===== config.mk =====
export PLATFORM = sky130hd
export DESIGN_NAME = pid_position_motor_control_top
export DESIGN_NICKNAME = d
export VERILOG_FILES = /design/src/hw/rtl/pidpmc_pkg.sv /design/src/hw/rtl/pid_position_motor_control_top.sv
export SDC_FILE = /design/constraint.sdc
export NUM_CORES = 2
export LEC_CHECK = 0
export BUFFER_PORTS_ARGS = -buffer_cell sky130_fd_sc_hd__buf_2
export CAP_MARGIN = 10
export CORE_AREA = 2 2 354 321
export CTS_BUF_LIST = sky130_fd_sc_hd__clkbuf_4 sky130_fd_sc_hd__clkbuf_8
export CTS_CLUSTER_DIAMETER = 200
export DETAILED_ROUTE_END_ITERATION = 10
export DIE_AREA = 0 0 356 323
export PLACE_DENSITY_LB_ADDON = 0.25
export REMOVE_ABC_BUFFERS = 1
export SYNTH_ARGS = -nofsm -noshare
export SYNTH_HDL_FRONTEND = slang
export SYNTH_SLANG_ARGS = --single-unit
export TNS_END_PERCENT = 10

===== constraint.sdc =====
create_clock -name clock -period 14.2 [get_ports clock]
set_clock_uncertainty 0.2 [all_clocks]
set_input_delay 0 -clock clock [delete_from_list [all_inputs] [get_ports clock]]
set_output_delay 0 -clock clock [all_outputs]
set_load 0.05 [all_outputs]

===== src/hw/rtl/pidpmc_pkg.sv =====
// constants and register indexes for the position pid controller
package pidpmc_pkg;

   localparam int REQ_DATA_W = 48;
   localparam int RSP_DATA_W = 24;
   localparam int CSR_ADDR_W = 3;
   localparam int CSR_DATA_W = 32;

   localparam int POS_W   = 16;
   localparam int ERR_W   = 17;
   localparam int DIFF_W  = 18;
   localparam int INTEG_W = 32;
   localparam int ACC_W   = 64;
   localparam int MUL_W   = 32;
   localparam int Q_SHIFT = 24;

   localparam int DIV_STEPS = 49;
   localparam int CNT_W     = $clog2(DIV_STEPS);

   localparam logic [CSR_ADDR_W-1:0] CSR_PROP_GAIN  = 3'd0;
   localparam logic [CSR_ADDR_W-1:0] CSR_INTEG_GAIN = 3'd1;
   localparam logic [CSR_ADDR_W-1:0] CSR_DERIV_GAIN = 3'd2;
   localparam logic [CSR_ADDR_W-1:0] CSR_DEADBAND   = 3'd3;
   localparam logic [CSR_ADDR_W-1:0] CSR_MAX_DRIVE  = 3'd4;
   localparam logic [CSR_ADDR_W-1:0] CSR_MIN_DRIVE  = 3'd5;

   localparam logic CMD_START = 1'b0;
   localparam logic CMD_STEP  = 1'b1;

   localparam logic [14:0] PROP_GAIN_RST  = 15'd1;
   localparam logic [31:0] INTEG_GAIN_RST = 32'd1678;
   localparam logic [31:0] DERIV_GAIN_RST = 32'd838861;
   localparam logic [15:0] DEADBAND_RST   = 16'd10;
   localparam logic [15:0] MAX_DRIVE_RST  = 16'd3000;
   localparam logic [15:0] MIN_DRIVE_RST  = 16'd0;

   localparam logic [ACC_W-1:0] TERM_LIMIT = 64'h1000_0000_0000_0000;
   localparam logic [31:0]      POS_LIMIT  = 32'h7FFF_FFFF;
   localparam logic [31:0]      NEG_LIMIT  = 32'h8000_0000;

endpackage


===== src/hw/rtl/pid_position_motor_control_top.sv =====
// encoder position pid controller with one shared multiplier and a serial divider
// start words and steps inside the deadband give their result in the cycle after acceptance
// an active step runs the 32x32 multiplier passes and, when elapsed_ms is nonzero,
// the one-bit-per-cycle derivative divider
// a new word is taken once the previous result is out of the output register
// synchronous active-high reset loads default gains and clears the loop state
module pid_position_motor_control_top import pidpmc_pkg::*; (
   input  logic                  clock,
   input  logic                  reset,
   input  logic                  req_tvalid,
   output logic                  req_tready,
   input  logic [REQ_DATA_W-1:0] req_tdata,   // target_count, position, elapsed_ms
   input  logic                  req_tuser,   // cmd
   output logic                  rsp_tvalid,
   input  logic                  rsp_tready,
   output logic [RSP_DATA_W-1:0] rsp_tdata,   // direction, drive, settled, zero pad
   input  logic                  csr_we,
   input  logic [CSR_ADDR_W-1:0] csr_addr,
   input  logic [CSR_DATA_W-1:0] csr_wdata
);

   typedef enum logic [3:0] {
      ST_IDLE, ST_MUL_AREA, ST_AREA, ST_MUL_P, ST_PTERM, ST_MUL_I, ST_ITERM,
      ST_MUL_D, ST_DIV, ST_DTERM, ST_ABS, ST_OUT
   } state_type;

   state_type state_ff;

   logic [14:0] prop_ff;
   logic [31:0] igain_ff, dgain_ff;
   logic [15:0] deadband_ff, max_ff, min_ff;

   logic [POS_W-1:0]   target_ff;
   logic [ERR_W-1:0]   err_ff, prev_ff;
   logic [INTEG_W-1:0] integ_ff;
   logic [15:0]        dt_ff;
   logic [ACC_W-1:0]   prod_ff, acc_ff;
   logic [15:0]        rem_ff;
   logic [CNT_W-1:0]   cnt_ff;
   logic               dsign_ff, neg_ff;

   logic               rsp_valid_ff, dir_ff, settled_ff;
   logic [15:0]        drive_ff;

   logic [POS_W-1:0]   req_target, req_pos;
   logic [15:0]        req_dt;
   logic               accept;
   logic               rsp_load;

   logic [ERR_W-1:0]   err_new, err_new_mag, err_mag;
   logic [DIFF_W-1:0]  diff, diff_mag;
   logic [INTEG_W-1:0] integ_mag;
   logic [MUL_W-1:0]   mul_a, mul_b;
   logic [ACC_W-1:0]   prod_in;

   logic [34:0]        area_term, area_sum;
   logic [INTEG_W-1:0] integ_in;
   logic [ACC_W-1:0]   pmag, imag, term_in;

   logic [ERR_W-1:0]   rem_sh;
   logic               rem_ge;
   logic [15:0]        rem_in;

   logic [39:0]        whole_mag;
   logic [31:0]        sat_lim, sat_mag;
   logic [30:0]        half, clamp_hi, clamp_lo;
   logic               out_free;

   assign req_target = req_tdata[15:0];
   assign req_pos    = req_tdata[31:16];
   assign req_dt     = req_tdata[47:32];

   assign out_free   = !rsp_valid_ff || rsp_tready;
   assign req_tready = (state_ff == ST_IDLE) && out_free;
   assign accept     = req_tvalid && req_tready;

   // result register loads on quick answers at acceptance and at the end of an active step
   assign rsp_load   = (accept && ((req_tuser == CMD_START) || (err_mag <= {1'b0, deadband_ff})))
                       || ((state_ff == ST_OUT) && out_free);

   assign rsp_tvalid = rsp_valid_ff;
   assign rsp_tdata  = {6'd0, settled_ff, drive_ff, dir_ff};

   always_comb begin
      if (req_tuser == CMD_START) begin
         err_new = {req_target[POS_W-1], req_target} - {req_pos[POS_W-1], req_pos};
      end else begin
         err_new = {target_ff[POS_W-1], target_ff} - {req_pos[POS_W-1], req_pos};
      end
      err_new_mag = err_new[ERR_W-1] ? (~err_new + 1'b1) : err_new;
      err_mag     = err_ff[ERR_W-1] ? (~err_ff + 1'b1) : err_ff;
      integ_mag   = integ_ff[INTEG_W-1] ? (~integ_ff + 1'b1) : integ_ff;
      diff        = {err_ff[ERR_W-1], err_ff} - {prev_ff[ERR_W-1], prev_ff};
      diff_mag    = diff[DIFF_W-1] ? (~diff + 1'b1) : diff;
   end

   // shared multiplier operand select
   always_comb begin
      unique case (state_ff)
         ST_MUL_AREA: begin
            mul_a = {15'd0, err_mag};
            mul_b = {16'd0, dt_ff};
         end
         ST_MUL_P: begin
            mul_a = {15'd0, err_mag};
            mul_b = {17'd0, prop_ff};
         end
         ST_MUL_I: begin
            mul_a = integ_mag;
            mul_b = igain_ff;
         end
         ST_MUL_D: begin
            mul_a = {14'd0, diff_mag};
            mul_b = dgain_ff;
         end
         default: begin
            mul_a = '0;
            mul_b = '0;
         end
      endcase
      prod_in = {32'd0, mul_a} * {32'd0, mul_b};
   end

   always_comb begin
      area_term = err_ff[ERR_W-1] ? (35'd0 - {3'd0, prod_ff[31:0]}) : {3'd0, prod_ff[31:0]};
      area_sum  = {{3{integ_ff[INTEG_W-1]}}, integ_ff} + area_term;
      if (area_sum[34:31] == 4'b0000 || area_sum[34:31] == 4'b1111) begin
         integ_in = area_sum[31:0];
      end else if (area_sum[34]) begin
         integ_in = NEG_LIMIT;
      end else begin
         integ_in = POS_LIMIT;
      end

      pmag = {prod_ff[ACC_W-Q_SHIFT-1:0], {Q_SHIFT{1'b0}}};
      imag = (prod_ff > TERM_LIMIT) ? TERM_LIMIT : prod_ff;
      case (state_ff)
         ST_PTERM: term_in = err_ff[ERR_W-1] ? (64'd0 - pmag) : pmag;
         ST_ITERM: term_in = integ_ff[INTEG_W-1] ? (64'd0 - imag) : imag;
         default:  term_in = dsign_ff ? (64'd0 - prod_ff) : prod_ff;
      endcase
   end

   // restoring divide step, dividend shifts through prod_ff
   always_comb begin
      rem_sh = {rem_ff, prod_ff[DIV_STEPS-1]};
      rem_ge = rem_sh >= {1'b0, dt_ff};
      if (rem_ge) begin
         rem_in = 16'(rem_sh - {1'b0, dt_ff});
      end else begin
         rem_in = rem_sh[15:0];
      end
   end

   always_comb begin
      whole_mag = acc_ff[ACC_W-1:Q_SHIFT];
      sat_lim   = neg_ff ? NEG_LIMIT : POS_LIMIT;
      sat_mag   = (whole_mag > {8'd0, sat_lim}) ? sat_lim : whole_mag[31:0];
      half      = sat_mag[31:1];
      clamp_hi  = (half > {15'd0, max_ff}) ? {15'd0, max_ff} : half;
      clamp_lo  = (clamp_hi < {15'd0, min_ff}) ? {15'd0, min_ff} : clamp_hi;
   end

   always_ff @(posedge clock) begin
      if (reset) begin
         state_ff     <= ST_IDLE;
         prop_ff      <= PROP_GAIN_RST;
         igain_ff     <= INTEG_GAIN_RST;
         dgain_ff     <= DERIV_GAIN_RST;
         deadband_ff  <= DEADBAND_RST;
         max_ff       <= MAX_DRIVE_RST;
         min_ff       <= MIN_DRIVE_RST;
         target_ff    <= '0;
         err_ff       <= '0;
         prev_ff      <= '0;
         integ_ff     <= '0;
         rsp_valid_ff <= 1'b0;
         cnt_ff       <= '0;
      end else begin
         if (csr_we) begin
            unique case (csr_addr)
               CSR_PROP_GAIN:  prop_ff     <= csr_wdata[14:0];
               CSR_INTEG_GAIN: igain_ff    <= csr_wdata;
               CSR_DERIV_GAIN: dgain_ff    <= csr_wdata;
               CSR_DEADBAND:   deadband_ff <= csr_wdata[15:0];
               CSR_MAX_DRIVE:  max_ff      <= csr_wdata[15:0];
               CSR_MIN_DRIVE:  min_ff      <= csr_wdata[15:0];
               default: ;
            endcase
         end

         if (rsp_load) begin
            rsp_valid_ff <= 1'b1;
         end else if (rsp_tready) begin
            rsp_valid_ff <= 1'b0;
         end

         unique case (state_ff)
            ST_IDLE: begin
               if (accept) begin
                  if (req_tuser == CMD_START) begin
                     target_ff    <= req_target;
                     err_ff       <= err_new;
                     integ_ff     <= '0;
                     prev_ff      <= '0;
                     dir_ff       <= 1'b0;
                     drive_ff     <= '0;
                     settled_ff   <= err_new_mag <= {1'b0, deadband_ff};
                  end else if (err_mag <= {1'b0, deadband_ff}) begin
                     dir_ff       <= 1'b0;
                     drive_ff     <= '0;
                     settled_ff   <= 1'b1;
                  end else begin
                     err_ff   <= err_new;
                     dt_ff    <= req_dt;
                     state_ff <= ST_MUL_AREA;
                  end
               end
            end
            ST_MUL_AREA: begin
               prod_ff  <= prod_in;
               state_ff <= ST_AREA;
            end
            ST_AREA: begin
               integ_ff <= integ_in;
               state_ff <= ST_MUL_P;
            end
            ST_MUL_P: begin
               prod_ff  <= prod_in;
               state_ff <= ST_PTERM;
            end
            ST_PTERM: begin
               acc_ff   <= term_in;
               state_ff <= ST_MUL_I;
            end
            ST_MUL_I: begin
               prod_ff  <= prod_in;
               state_ff <= ST_ITERM;
            end
            ST_ITERM: begin
               acc_ff   <= acc_ff + term_in;
               state_ff <= ST_MUL_D;
            end
            ST_MUL_D: begin
               prod_ff  <= prod_in;
               dsign_ff <= diff[DIFF_W-1];
               prev_ff  <= err_ff;
               rem_ff   <= '0;
               cnt_ff   <= '0;
               state_ff <= (dt_ff == 16'd0) ? ST_ABS : ST_DIV;
            end
            ST_DIV: begin
               rem_ff                 <= rem_in;
               prod_ff[DIV_STEPS-1:0] <= {prod_ff[DIV_STEPS-2:0], rem_ge};
               cnt_ff                 <= cnt_ff + 1'b1;
               if (cnt_ff == CNT_W'(DIV_STEPS - 1)) begin
                  state_ff <= ST_DTERM;
               end
            end
            ST_DTERM: begin
               acc_ff   <= acc_ff + term_in;
               state_ff <= ST_ABS;
            end
            ST_ABS: begin
               neg_ff   <= acc_ff[ACC_W-1];
               acc_ff   <= acc_ff[ACC_W-1] ? (64'd0 - acc_ff) : acc_ff;
               state_ff <= ST_OUT;
            end
            ST_OUT: begin
               if (out_free) begin
                  dir_ff       <= err_ff[ERR_W-1] || (err_ff == '0);
                  drive_ff     <= clamp_lo[15:0];
                  settled_ff   <= 1'b0;
                  state_ff     <= ST_IDLE;
               end
            end
            default: state_ff <= ST_IDLE;
         endcase
      end
   end

endmodule


Word level (Yosys, flattened, before mapping)
Cells that the tools add are included.
W data, S select, Z words.

word-level totals
  flip-flop bits (word level) = 400
  input port bits = 89
  output and inout bits = 26
  logic and storage cells = 184

cells by class
  add/subtract/negate cells = 16
  multiply operators = 1
  magnitude comparators = 7
  eq/ne operators = 27
  mux-type cells = 57
  bitwise logic cells = 7
  reduce and logical (&&, ||, !) cells = 45

operators by type and width
  cell                     number
  $mux W64                 5
  $sub A1 B64 Y64 const A  4
  $mux W32                 7
  $pmux W64 S3             1
  $pmux W32 S4             1
  $pmux W64 S2             1
  $mux W17                 7
  $pmux W49 S2             1
  $mux W16                 6
  $pmux W32 S3             1
  $add A64 B64 Y64         1
  $gt A64 B61 Y1 const B   1
  $mul A32 B32 Y64         1
  $pmux W16 S2             2
  $pmux W32 S2             1
  $pmux W4 S12             1
  $gt A40 B32 Y1           1
  $add A35 B35 Y35         1
  $mux W35                 1
  $add A17 B1 Y17 const B  2
  $le A17 B16 Y1           2
  $not A17 Y17             2
  $pmux W17 S2             1
  $sub A16 B16 Y17         2
  other kinds (43)         107

Logic depth before layout (Yosys ltp)
  word-level depth = 9
  mapped depth = 44
  mapped depth without buffers = 41

Least setup slack after synthesis
No wires, ideal clock.

  path kind = register to register
  start point = register prev_ff[1]
  end point = register prod_ff[60] (data pin)
  setup time = 0.264 ns
  arrival = 10.493 ns
  data required time = 13.736 ns
  setup slack = 3.244 ns
  cell stages (with the launch flop) = 40
  buffers on the path = 2
  clock period less this slack = 10.956 ns
  path through = dfxtp_1 inv_1 ha_1 nor2b_1 o21ai_0 or3b_1 and2_1 or4_1 nor4_1 nand3_1 and2_1 xnor2_1 a221oi_2 clkbuf_1 nor2_1 fa_1 inv_1 fa_1 [... 4 more ...] fa_1 fa_1 inv_1 fa_1 inv_1 ha_1 clkbuf_1 nand2_1 nor2_1 nand4_1 or3b_2 nor2_1 a211o_1 o211ai_1 o21a_1 or3_1 a31oi_1 xor2_1

between the ends
  word-level cells in the longest chain between the ends = 6

RTL lines
  item                    RTL line                               source
  from (decl)             pid_position_motor_control_top.sv:34   logic [ERR_W-1:0] err_ff, prev_ff;
  from (signal assigned)  pid_position_motor_control_top.sv:247  prev_ff <= err_ff;
  $sub A17 B17 Y18 *      pid_position_motor_control_top.sv:93   diff = {err_ff[ERR_W-1], err_ff} - {prev_ff[ERR_W-1], prev_ff};
  $not A18 Y18            pid_position_motor_control_top.sv:94   diff_mag = diff[DIFF_W-1] ? (~diff + 1'b1) : diff;
  $add A18 B1 Y18         pid_position_motor_control_top.sv:94
  $mux W18 *              pid_position_motor_control_top.sv:94
  $pmux W32 S3 *          pid_position_motor_control_top.sv:99   unique case (state_ff)
  $mul A32 B32 Y64 *      pid_position_motor_control_top.sv:121  prod_in = {32'd0, mul_a} * {32'd0, mul_b};
  net prod_in[60]         pid_position_motor_control_top.sv:54   logic [ACC_W-1:0] prod_in;
  to (signal assigned)    pid_position_motor_control_top.sv:221  prod_ff <= prod_in;
  to (signal assigned)    pid_position_motor_control_top.sv:229  prod_ff <= prod_in;
  to (signal assigned)    pid_position_motor_control_top.sv:237  prod_ff <= prod_in;
  to (decl)               pid_position_motor_control_top.sv:37   logic [ACC_W-1:0] prod_ff, acc_ff;

The timed path passes the listed nets; every way through them passes the cells marked *.
A chain may end at the register's enable or synchronous reset.

Worst setup path after layout
  start point = register err_ff[0]
  end point = register prod_ff[57] (data pin)

between the ends
  word-level cells in the longest chain between the ends = 6
  elaborated cells on any way between the ends = 9

RTL lines
  item                    RTL line                               source
  from (decl)             pid_position_motor_control_top.sv:34
  from (signal assigned)  pid_position_motor_control_top.sv:203  err_ff <= err_new;
  from (signal assigned)  pid_position_motor_control_top.sv:214  err_ff <= err_new;
  $sub A17 B17 Y18        pid_position_motor_control_top.sv:93
  $not A18 Y18            pid_position_motor_control_top.sv:94
  $add A18 B1 Y18         pid_position_motor_control_top.sv:94
  $mux W18                pid_position_motor_control_top.sv:94
  $pmux W32 S3 *          pid_position_motor_control_top.sv:99
  $mul A32 B32 Y64 *      pid_position_motor_control_top.sv:121
  net prod_in[57]         pid_position_motor_control_top.sv:54

Marked as above.

==> results.md <==
* Crit-path max cell delay at 850 ps
* Largest area contributor in the netlist: fa_1
* Final count of hold timing violations at 0
* Mapped Area at 66,340 sq um
* YS warnings at 0
* Top cells by area, synth: fa_1 27%, ha_1 9.7%, edfxtp_1 8.1%
* Final worst path period share at 93.39%
* Final Cell Area at 72,220 sq um
* Row cnt at 117
* Final setup fails at 0
* Yosys cell types at 98
* DR WL/cell at ~26 microns
* CP max FO at 8
* Post-route minimum period at 13,260 ps
* Gr ovfl total at 0
* Final setup margin at 938.6 ps
* Data required, critical path at around 14,000 ps
* Top-area cell type share of the netlist area at 27.19%
* Layout net count at about 9,800
* P&R area growth vs syn at 8.859%
* Root Driver: clkbuf_8
* Register area share after synthesis at 14.79%
* Clock Latency Late Sink at slightly above 800 ps
* Clk sinks at 400
* # IOs at 115
* Max Cap Violations at 0
* CP Class: flop to flop
* Worst-path clk slew at about 70 ps
* GRT Overall Usage at 44.57%
* First-pass GRT wire length at 381.8 mm
* Primary FF master, synth: dfxtp_1
* Worst path bufs/invs at 5
* PwrDens at 89.78 nW/um^2
* TritonCTS clock tree: built
* Status: completed
* Most frequent CP cell: fa_1
* Longest Clk Path Bufs at 3
* Setup Fix Bufs, Post-CTS at 0
* Critical path launch point type: flop
* Antenna violations before repair at 16
* Async SR Flop Fraction at 0%
* Slew Viols, Final at 0
* Critical path arrival at 13,540 ps
* Synth Instances at 8,146
* Number of synthesized flops with an enable pin at 180
* #FFs+latches synth at 400
* Die Area at 115,000 sq um
* CTS buffer count at 76
* DP Worst Slack at between 1000 and 1500 ps
* RSZ-0062 raised after global routing: false
* Peak VDD IR at between 0.1 and 0.15 mV
* Top delay family on crit path: adder cells
* Setup_tns at 0 ps
* Vias in the first global route at 60,760
* Leak Pwr at roughly 34 nW
* Fill cell count at 9,588
* Layout cells sized above 1 at 6.752%
* Placed Area at 68,340 sq um
* Core box area at between 100,000 and 150,000 sq um
* Starting Density at 59.32%
* Post-DR vias/cell at 6.304
* Total Power at 6.484 mW
* Drt pass-1 iters at 8
* Hold Crit Class: flop to flop
* GPL Wtd Cong at 1.038
* DRT iter0 DRCs at just under 8,000
* Cell with the most instances after synthesis: nand2_1
* DR vias at 61,860
* H-tree depth at 3
* Largest net degree at the start of global routing at 82
* DRC at 0
* Worst Setup End Kind: flop
* Final HPWL DP at 191.6 mm
* IO buf count at 108
* Actual slew at the worst max-slew pin at 1313 ps
* Top cells by count, synth: 1,340 x nand2_1, 1,189 x inv_1, 901 x fa_1
* Max-slew headroom at 12.49%
* Die height at 323 microns
* Final WL at 257.2 mm
* Fmax at around 0.075 GHz
* Avg Cell Area, Syn at about 8 sq um
* Routed Antenna Nets at 0
* Die width at ~360 microns
* Final Util at 64.57%
* Crit-path slowest cell: o41ai_1
[state kept, by name, indices dropped and copies added, names as in the netlist, 4 cells and up]
signal,flops
rem_ff,16
min_ff,16
acc_ff,64
dt_ff,16
state_ff,4
drive_ff,16
max_ff,16
integ_ff,32
prod_ff,64
target_ff,16
deadband_ff,16
prop_ff,15
dgain_ff,32
igain_ff,32
cnt_ff,6
prev_ff,17
err_ff,17
[per-layer routing]
metal  part of all wire [%]  up-vias  track usage, %
met4                    5.7        6           21.44
met5                  0.011        -               0
met1                     39    30160           60.68
met3                     15      768           16.33
met2                     40     4127           62.59
li1                       -    26800               -
[layout make-up]
type	count	area, sq um	area share [%]
clock inverter	39	331.6	0.4591
clock buffer	103	1299	1.798
antenna	4	10.01	0.01386
tap	1487	1861	2.576
timing repair buffer	480	3924	5.433
inverter	1193	4478	6.201
sequential	400	9812	13.59
multi-input combinational	6108	50500	69.93
[placed cells by master (no fill, tap or decap), types with 47 or more instances in the layout]
| master | n |
|---|---|
| o21ai_0 | 269 |
| clkbuf_8 | 84 |
| nand3_1 | 87 |
| nand4_1 | 67 |
| inv_1 | 1189 |
| buf_2 | 107 |
| dlygate4sd3_1 | 216 |
| o31ai_1 | 49 |
| or3_1 | 47 |
| xnor2_1 | 210 |
| a211oi_1 | 51 |
| ha_1 | 512 |
| a21oi_1 | 461 |
| buf_4 | 152 |
| a221o_1 | 48 |
| nor2_1 | 680 |
| a22oi_1 | 61 |
| fa_1 | 901 |
| o21a_1 | 69 |
| edfxtp_1 | 180 |
| nand2_1 | 1339 |
| and3_1 | 48 |
| xor2_1 | 185 |
| a21o_1 | 151 |
| dfxtp_1 | 218 |
| nor3_1 | 127 |
[logic make-up after synthesis]
logic type                 Yosys count  share of synthesized area, %
DFF                                400                         14.79
xor gates and xnor gates           397                         5.264
AOI/OAI and AO/OA                 1503                         14.68
other                                1                      0.005653
adders and majority gates         1413                         36.85
and+or+nand+nor                   2723                         17.91
buffers and inverters             1643                         9.449
muxes                               66                         1.056
[tightest hold or removal path, cell delays in order (launching register included)]
cell     delay, ps
dfxtp_1        310
nand2_1         50
a21oi_1         50
[power by group]
part           leakage, nW  switching [mW]  total, mW  internal [mW]
logic                 29.2            2.32       3.60           1.28
registers             3.43           0.231       1.59           1.36
clock network        0.850           0.635       1.30          0.664
total                 33.5            3.19       6.48           3.30
[what timing repair did]
item / 4_1_cts / 5_1_grt
hold buffers: 217 / 0
gates resized for setup: 0 / 0
endpoints found under the hold margin: 266 / 0
[worst paths after layout]
kind / startpoint / endpoint / slack [ps] / depth (start not counted)
setup / recovery: err_ff[0]$_SDFFE_PP0P_ / prod_ff[57]$_DFFE_PP_ / 940 / 37
hold reg to reg: prop_ff[7]$_SDFFE_PP0P_ / prop_ff[7]$_SDFFE_PP0P_ / 250 / 2
hold / removal: prop_ff[7]$_SDFFE_PP0P_ / prop_ff[7]$_SDFFE_PP0P_ / 250 / 2
setup reg to reg: err_ff[0]$_SDFFE_PP0P_ / prod_ff[57]$_DFFE_PP_ / 940 / 37
[per-stage QoR]
| stage | hold slack [ps] | instances |
|---|---|---|
| after global routing | 271.8 | 9813 |
| after global placement | -24.02 | 9448 |
| final | 254.2 | 9814 |
| after CTS | 213.1 | 9807 |
| after detailed placement | -21.91 | 9448 |
| after floorplan | -130.9 | 7701 |
No activity file was read; power rests on OpenSTA's default activity.
